## src/rtl/core/time_window_task_scheduler_assert.svh

```systemverilog
// ---------------------------------------------------------------------------
// Assertion macros for the time window task scheduler
// Concurrent checks that are dropped when the code is synthesised.
// ---------------------------------------------------------------------------
`ifndef TIME_WINDOW_TASK_SCHEDULER_ASSERT_SVH
`define TIME_WINDOW_TASK_SCHEDULER_ASSERT_SVH

`ifndef SYNTHESIS
`define TWS_ASSERT(label, clk, rst_n, prop, msg) \
  label: assert property (@(posedge clk) disable iff (!rst_n) prop) else $error(msg);
`define TWS_ASSERT_ALWAYS(label, clk, prop, msg) \
  label: assert property (@(posedge clk) prop) else $error(msg);
`else
`define TWS_ASSERT(label, clk, rst_n, prop, msg)
`define TWS_ASSERT_ALWAYS(label, clk, prop, msg)
`endif

`endif

```

## src/rtl/core/tws_pkg.sv

```systemverilog
// ---------------------------------------------------------------------------
// Time window task scheduler package
// Types, status codes and defaults shared by the scheduler RTL.
// ---------------------------------------------------------------------------
package tws_pkg;

  localparam int unsigned DefMaxEntries = 10;
  localparam logic [15:0] DefTickStep   = 16'd1000;

  localparam logic [1:0] FuncAdd    = 2'd0;
  localparam logic [1:0] FuncRemove = 2'd1;
  localparam logic [1:0] FuncTick   = 2'd2;
  localparam logic [1:0] FuncNone   = 2'd3;

  localparam logic [2:0] StAdded    = 3'd0;
  localparam logic [2:0] StRejected = 3'd1;
  localparam logic [2:0] StRemoved  = 3'd2;
  localparam logic [2:0] StNotFound = 3'd3;
  localparam logic [2:0] StFired    = 3'd4;
  localparam logic [2:0] StNoneFire = 3'd5;

  typedef struct packed {
    logic [7:0]  id;
    logic [31:0] period;
    logic [31:0] wstart;
    logic [31:0] wend;
    logic [31:0] countdown;
  } entry_t;

  typedef enum logic [3:0] {
    S_IDLE,
    S_EMIT,
    S_R_RD,
    S_R_CHK,
    S_R_SH,
    S_R_SW,
    S_T_RD,
    S_T_CHK,
    S_T_MOD,
    S_T_UPD,
    S_T_END
  } state_e;

endpackage

```

## src/rtl/core/time_window_task_scheduler.sv

```systemverilog
// ---------------------------------------------------------------------------
// Time window task scheduler
// Table of periodic tasks with active windows, held in a single memory.
// ---------------------------------------------------------------------------
// One request is worked on at a time. An add is checked and written in S_IDLE,
// and ignored requests are dropped; a remove reads and checks each entry in
// turn, then moves each later entry down one row. A tick reads and checks each
// table entry, and for each entry whose countdown is zero runs the bit-serial
// modulo unit that finds the phase within the period; it then ends in S_T_END.
// The table is a one-port-write, registered-read memory of MAX_ENTRIES rows.
`include "time_window_task_scheduler_assert.svh"

module time_window_task_scheduler
  import tws_pkg::*;
#(
  parameter int unsigned MAX_ENTRIES = DefMaxEntries
) (
  input  logic         clk_i,
  input  logic         rst_ni,
  input  logic         cfg_we_i,
  input  logic [15:0]  cfg_wdata_i,       // tick_step_us
  input  logic         s_axis_tvalid,
  output logic         s_axis_tready,
  // [1:0] func, [9:2] task_id, [41:10] period_us,
  // [73:42] window_start_us, [105:74] window_end_us, [111:106] zero
  input  logic [111:0] s_axis_tdata,
  output logic         m_axis_tvalid,
  input  logic         m_axis_tready,
  // [2:0] status, [10:3] fired_id, [15:11] zero
  output logic [15:0]  m_axis_tdata,
  output logic         m_axis_tlast
);

  localparam int unsigned CntW  = $clog2(MAX_ENTRIES + 1);
  localparam int unsigned AddrW = (MAX_ENTRIES > 1) ? $clog2(MAX_ENTRIES) : 1;
  localparam logic [CntW-1:0] MaxCnt = CntW'(MAX_ENTRIES);

  entry_t mem [MAX_ENTRIES];
  entry_t rdata_q;
  logic [AddrW-1:0] raddr;
  logic             we;
  logic [AddrW-1:0] waddr;
  entry_t           wdata;

  state_e state_q, state_d;
  logic [15:0] step_q;
  logic [CntW-1:0] count_q, count_d, idx_q, idx_d;
  logic [31:0] gtime_q, gtime_d;
  entry_t ent_q, ent_d;
  logic [31:0] rem_q, rem_d, dvd_q, dvd_d;
  logic [4:0]  bit_q, bit_d;
  logic        fire_q, fire_d;
  logic        pend_q, pend_d;
  logic [7:0]  pid_q, pid_d;
  logic [2:0]  rst_q, rst_d;
  logic [7:0]  rid_q, rid_d;

  logic        out_valid_q;
  logic [2:0]  out_status_q;
  logic [7:0]  out_id_q;
  logic        out_last_q;
  logic        emit, slot;
  logic [2:0]  e_status;
  logic [7:0]  e_id;
  logic        e_last;

  logic [1:0]  in_func;
  logic [7:0]  in_id;
  logic [31:0] in_period, in_start, in_end;
  logic [32:0] trial;
  logic [32:0] trial_sub;
  logic [31:0] cd_next;

  assign in_func   = s_axis_tdata[1:0];
  assign in_id     = s_axis_tdata[9:2];
  assign in_period = s_axis_tdata[41:10];
  assign in_start  = s_axis_tdata[73:42];
  assign in_end    = s_axis_tdata[105:74];

  assign slot = !out_valid_q || m_axis_tready;
  assign s_axis_tready = (state_q == S_IDLE);

  assign trial     = {rem_q, dvd_q[31]};
  assign trial_sub = trial - {1'b0, ent_q.period};
  assign cd_next   = (ent_q.countdown > {16'd0, step_q}) ?
                     (ent_q.countdown - {16'd0, step_q}) : 32'd0;

  always_ff @(posedge clk_i) begin
    if (we) begin
      mem[waddr] <= wdata;
    end
    rdata_q <= mem[raddr];
  end

  always_comb begin
    state_d  = state_q;
    count_d  = count_q;
    idx_d    = idx_q;
    gtime_d  = gtime_q;
    ent_d    = ent_q;
    rem_d    = rem_q;
    dvd_d    = dvd_q;
    bit_d    = bit_q;
    fire_d   = fire_q;
    pend_d   = pend_q;
    pid_d    = pid_q;
    rst_d    = rst_q;
    rid_d    = rid_q;
    raddr    = idx_q[AddrW-1:0];
    we       = 1'b0;
    waddr    = idx_q[AddrW-1:0];
    wdata    = ent_q;
    emit     = 1'b0;
    e_status = rst_q;
    e_id     = rid_q;
    e_last   = 1'b1;

    unique case (state_q)
      S_IDLE: begin
        if (s_axis_tvalid) begin
          rid_d = in_id;
          idx_d = '0;
          unique case (in_func)
            FuncAdd: begin
              state_d = S_EMIT;
              if (in_period == 32'd0 || in_end <= in_start || count_q >= MaxCnt) begin
                rst_d = StRejected;
              end else begin
                rst_d = StAdded;
                we    = 1'b1;
                waddr = count_q[AddrW-1:0];
                wdata = '{id: in_id, period: in_period, wstart: in_start,
                          wend: in_end, countdown: 32'd0};
                count_d = count_q + 1'b1;
              end
            end
            FuncRemove: state_d = S_R_RD;
            FuncTick: begin
              pend_d  = 1'b0;
              state_d = (count_q == '0) ? S_T_END : S_T_RD;
            end
            default: state_d = S_IDLE;
          endcase
        end
      end
      S_EMIT: begin
        if (slot) begin
          emit    = 1'b1;
          state_d = S_IDLE;
        end
      end
      S_R_RD: begin
        if (idx_q == count_q) begin
          rst_d   = StNotFound;
          state_d = S_EMIT;
        end else begin
          state_d = S_R_CHK;
        end
      end
      S_R_CHK: begin
        if (rdata_q.id == rid_q) begin
          state_d = S_R_SH;
        end else begin
          idx_d   = idx_q + 1'b1;
          state_d = S_R_RD;
        end
      end
      S_R_SH: begin
        if (idx_q + 1'b1 == count_q) begin
          count_d = count_q - 1'b1;
          rst_d   = StRemoved;
          state_d = S_EMIT;
        end else begin
          raddr   = AddrW'(idx_q + 1'b1);
          state_d = S_R_SW;
        end
      end
      S_R_SW: begin
        we      = 1'b1;
        wdata   = rdata_q;
        idx_d   = idx_q + 1'b1;
        state_d = S_R_SH;
      end
      S_T_RD: state_d = S_T_CHK;
      S_T_CHK: begin
        ent_d  = rdata_q;
        fire_d = 1'b0;
        if (rdata_q.countdown == 32'd0) begin
          rem_d   = 32'd0;
          dvd_d   = gtime_q;
          bit_d   = 5'd31;
          state_d = S_T_MOD;
        end else begin
          state_d = S_T_UPD;
        end
      end
      S_T_MOD: begin
        if (trial_sub[32]) begin
          rem_d = trial[31:0];
        end else begin
          rem_d = trial_sub[31:0];
        end
        dvd_d = {dvd_q[30:0], 1'b0};
        bit_d = bit_q - 1'b1;
        if (bit_q == 5'd0) begin
          fire_d          = (rem_d >= ent_q.wstart) && (rem_d < ent_q.wend);
          ent_d.countdown = ent_q.period;
          state_d         = S_T_UPD;
        end
      end
      S_T_UPD: begin
        if (!(fire_q && pend_q) || slot) begin
          if (fire_q) begin
            if (pend_q) begin
              emit     = 1'b1;
              e_status = StFired;
              e_id     = pid_q;
              e_last   = 1'b0;
            end
            pend_d = 1'b1;
            pid_d  = ent_q.id;
          end
          we              = 1'b1;
          wdata           = ent_q;
          wdata.countdown = cd_next;
          idx_d           = idx_q + 1'b1;
          state_d         = (idx_q + 1'b1 == count_q) ? S_T_END : S_T_RD;
        end
      end
      S_T_END: begin
        if (slot) begin
          emit     = 1'b1;
          e_status = pend_q ? StFired : StNoneFire;
          e_id     = pend_q ? pid_q : 8'd0;
          gtime_d  = gtime_q + {16'd0, step_q};
          state_d  = S_IDLE;
        end
      end
      default: state_d = S_IDLE;
    endcase
  end

  always_ff @(posedge clk_i or negedge rst_ni) begin
    if (!rst_ni) begin
      state_q     <= S_IDLE;
      step_q      <= DefTickStep;
      count_q     <= '0;
      gtime_q     <= 32'd0;
      pend_q      <= 1'b0;
      out_valid_q <= 1'b0;
    end else begin
      state_q <= state_d;
      if (cfg_we_i) begin
        step_q <= cfg_wdata_i;
      end
      count_q <= count_d;
      gtime_q <= gtime_d;
      pend_q  <= pend_d;
      if (emit) begin
        out_valid_q <= 1'b1;
      end else if (m_axis_tready) begin
        out_valid_q <= 1'b0;
      end
    end
  end

  always_ff @(posedge clk_i) begin
    idx_q  <= idx_d;
    ent_q  <= ent_d;
    rem_q  <= rem_d;
    dvd_q  <= dvd_d;
    bit_q  <= bit_d;
    fire_q <= fire_d;
    pid_q  <= pid_d;
    rst_q  <= rst_d;
    rid_q  <= rid_d;
    if (emit) begin
      out_status_q <= e_status;
      out_id_q     <= e_id;
      out_last_q   <= e_last;
    end
  end

  assign m_axis_tvalid = out_valid_q;
  assign m_axis_tdata  = {5'd0, out_id_q, out_status_q};
  assign m_axis_tlast  = out_last_q;

  `TWS_ASSERT(a_count_max, clk_i, rst_ni, count_q <= MaxCnt, "entry count exceeds table size")
  `TWS_ASSERT(a_emit_slot, clk_i, rst_ni, emit |-> slot, "result overwrites an unread result")
  `TWS_ASSERT(a_none_last, clk_i, rst_ni, (m_axis_tvalid && m_axis_tdata[2:0] == StNoneFire) |-> m_axis_tlast, "idle tick result without last")
  `TWS_ASSERT(a_busy_after, clk_i, rst_ni, (s_axis_tvalid && s_axis_tready && s_axis_tdata[1:0] != FuncNone) |=> !s_axis_tready, "new request taken while busy")

endmodule

```

## config.mk

```make
export PLATFORM = sky130hd
export DESIGN_NAME = time_window_task_scheduler
export DESIGN_NICKNAME = d
export VERILOG_FILES = /design/src/rtl/core/tws_pkg.sv /design/src/rtl/core/time_window_task_scheduler.sv
export VERILOG_INCLUDE_DIRS = /design/src /design/src/rtl/core
export SDC_FILE = /design/constraint.sdc
export NUM_CORES = 2
export LEC_CHECK = 0
export BUFFER_PORTS_ARGS = -buffer_cell sky130_fd_sc_hd__buf_2
export CORE_UTILIZATION = 50
export DETAILED_ROUTE_END_ITERATION = 10
export PLACE_DENSITY = 0.68
export SETUP_SLACK_MARGIN = 0.5
export SYNTH_ARGS = -nofsm -noshare
export SYNTH_HDL_FRONTEND = slang
export SYNTH_SLANG_ARGS = --single-unit
```

## constraint.sdc

```tcl
create_clock -name clk_i -period 12.3 [get_ports clk_i]
set_clock_uncertainty 0.1 [all_clocks]
set_input_delay 0 -clock clk_i [delete_from_list [all_inputs] [get_ports clk_i]]
set_output_delay 0 -clock clk_i [all_outputs]
set_load 0.005 [all_outputs]
```

==> flow_metrics.py <==
metrics = {
    "outcome": {
        "outcome": "finished, final reports clean",
    },
    "setup_path": {
        "slowest_delay_ps": 890,
        "worstReg2RegEnd": "mem[3][113]",
        "r2r-start": "count_q[1]",
        "critPathArrivalTime_ps": 7280,
        "startpoint_type": "flip-flop",
        "cp-endpoint": "mem[3][113]",
        "critPathMaxFanout": 51,
        "reg2regPathDepth": 10,
        "required_ps": 12620,
        "crit_path_top_delay_cell": "buf_4",
        "reg2reg_slack_ps": 5340,
        "critPathCaptureType": "flip-flop",
        "cp_common_cell": "buf_4",
        "critical_path_class": "flip-flop to flip-flop",
        "critPathLaunch": "count_q[1]",
        "cp.depth": 10,
        "crit_family": "compound AO/OA/AOI/OAI gates",
        "crit_buf_inv": 3,
        "crit_chain": "o21ai_0 > o21ai_0 > a41o_1 > a211oi_2 > and2_4 > buf_4 > nand2_1 > o22ai_4 > buf_4 > buf_4",
    },
    "drt": {
        "routed_wl_um": 199000,
        "wl_per_cell_um": 24.9,
        "dr.pass1.iters": 8,
        "drt.antenna.violating_nets": 0,
        "via_per_inst": 6.00,
        "via_count": 47966,
        "drt_iter0_drc": 5332,
        "drc": 0,
    },
    "layout": {
        "drive_gt1_share_pct": 8.54,
        "synthToLayoutAreaGrowth_pct": 13.7,
        "layout.nets": 6204,
        "utilization_pct": 57.4,
    },
    "synthesis": {
        "yosysUniqueCellTypes": 84,
        "synth_warnings": 0,
        "synthCells": 5639,
        "yosys.area.top_type": "edfxtp_1",
        "synth_edf_count": 1600,
        "ys_ff_latch": 1794,
        "synth_top_flop_cell": "edfxtp_1",
        "synth_common_cells": "edfxtp_1 (1600), nand2_1 (1109), nand3_1 (314)",
        "yosysMostFrequentCell": "edfxtp_1",
        "syn_area_um2": 74800,
        "async_reset_ff_share_pct": 3.23,
        "yosys-top-cells-area": "edfxtp_1 (64%), nand2_1 (5.6%), mux2i_1 (3.7%)",
        "synth_top_area_share_pct": 64.3,
        "syn_avg_cell_area_um2": 13.3,
        "yosysSeqAreaShare_pct": 69.9,
    },
    "sta": {
        "fin_setup_tns_ps": 0,
        "hold_viol_final": 0,
        "relSlewSlack_pct": 9.98,
        "rsz0062_at_grt": "false",
        "setup_violations": 0,
        "drv_slew": 0,
        "post-route-period-util_pct": 56.5,
        "max_freq_mhz": 144,
        "worstMarginPinSlew_ps": 1340,
        "min_period_ps": 6960,
    },
    "cts": {
        "clk_pin_slew_ps": 60,
        "cts-root-buf": "clkbuf_16",
        "cts_tree": "done",
        "clock_sink_count": 1794,
        "cts_resized": 0,
        "htree_levels": 4,
        "cts_buffers": 175,
        "clock_latency_ps": 810,
        "clockBufferDepth": 3,
    },
    "floorplanning": {
        "die_y_um": 389,
        "design.core.area_um2": 148000,
        "pin_count": 152,
        "start_util_pct": 50.5,
        "rows": 141,
        "die_w_um": 389,
        "dieArea_um2": 151000,
    },
    "grt": {
        "grt_max_degree": 159,
        "overflow": 0,
        "grt_pass1_wl_um": 294000,
        "antenna_found_initial": 16,
        "track_usage_pct": 26.0,
        "grt_pass1_vias": 46664,
    },
    "worst_hold_path": {
        "hp-class": "input port to flip-flop",
    },
    "pwr": {
        "ir_drop_uv": 251,
        "powerDensity_nw_per_um2": 234,
        "power_leakage_uw": 0.0315,
    },
    "place": {
        "numPortBuffers": 140,
        "gp_congestion": 0.923,
        "hpwlAfterDp_um": 111000,
    },
    "flow_run": {
        "cap_violations": 0,
    },
}
==> timing repair <==
item | CTS | global route
hold buffers | 184 | 0
endpoints found under the hold margin | 1162 | 0
setup buffers | 0 | 0
==> sequential cells by signal, summed over array words and instances (netlist names), 16 cells and up <==
name     flops
step_q      16
rem_q       32
ent_q      136
dvd_q       32
gtime_q     32
mem       1360
rdata_q    136
==> report_power, final <==
group,internal [uW],switching [uW]
logic,1940,4370
clock network,3060,2280
registers,7940,335
total,12900,6980
==> area by class of cell <==
cell class | count | area [um^2]
inverter | 281 | 1050
timing repair buffer | 392 | 3170
antenna | 8 | 20.0
clock buffer | 261 | 5010
multi-input combinational | 3257 | 20400
sequential | 1794 | 52200
clock inverter | 69 | 733
fill | 11473 | 63000
tap | 1930 | 2410
==> layer usage <==
| metal | routed length [um] | GRT usage [%] | up-vias | part of all wire (%) |
|---|---|---|---|---|
| li1 | - | - | 21607 | - |
| met2 | 92000 | 41.1 | 2191 | 46 |
| met3 | 18300 | 4.83 | 328 | 9.2 |
| met4 | 6210 | 9.10 | 16 | 3.1 |
| met1 | 82100 | 36.2 | 23824 | 41 |
| met5 | 99 | 0 | - | 0.050 |
==> worst min path at each step <==
stage / start / depth (start not counted) / to
finish: m_axis_tready / 4 / m_axis_tvalid
CTS: m_axis_tready / 4 / m_axis_tvalid
floorplan: rst_ni / 0 / count_q[0]
detailed placement: s_axis_tdata[6] / 1 / rid_q[4]
global route: m_axis_tready / 4 / m_axis_tvalid
global placement: rst_ni / 2 / step_q[0]
==> layout by cell type, fill, tap and decap left out, types with 104 or more instances in the layout <==
cell / Yosys / routed
edfxtp_1: 1600 / 1600
nand2_1: 1109 / 1107
nand3_1: 314 / 314
inv_1: 280 / 280
mux2i_1: 276 / 276
dlygate4sd3_1: 0 / 184
clkbuf_16: 0 / 179
nand4_1: 170 / 170
ha_1: 166 / 166
o21ai_0: 142 / 140
o21ai_1: 140 / 140
buf_2: 76 / 140
a32oi_1: 138 / 138
dfxtp_1: 136 / 136
a222oi_1: 104 / 104
==> kinds of logic (layout without fill, tap and decap cells) <==
kind of cell	count (synthesis)	in the layout	share of synthesized area (%)
AOI/OAI and AO/OA	841	841	7.91
xor gates and xnor gates	100	100	1.19
adders and majority gates	170	170	2.89
buffers and inverters	592	1003	3.23
DFF	1794	1794	69.9
muxes	289	289	3.90
other	1	13	0.00502
and+or+nand+nor	1852	1852	11.0
==> worst min-delay path: cells and delay by family <==
family	cells	cell delay, ps
buffers and inverters	2	640
and+or+nand+nor	2	280
==> metrics by stage <==
step	power, uW	cell area, um^2	std cells	hold slack [ps]	setup WS (ps)
after CTS	19900	85000	7984	18.5	5620
after global routing	20800	85000	7987	83.0	5360
after global placement	14400	77400	7470	98.3	5670
after floorplan	12700	74800	5643	-396	2640
final	19900	85000	7992	67.2	5340
after detailed placement	14500	77400	7470	105	5620
Power figures use the tool's default switching activity.
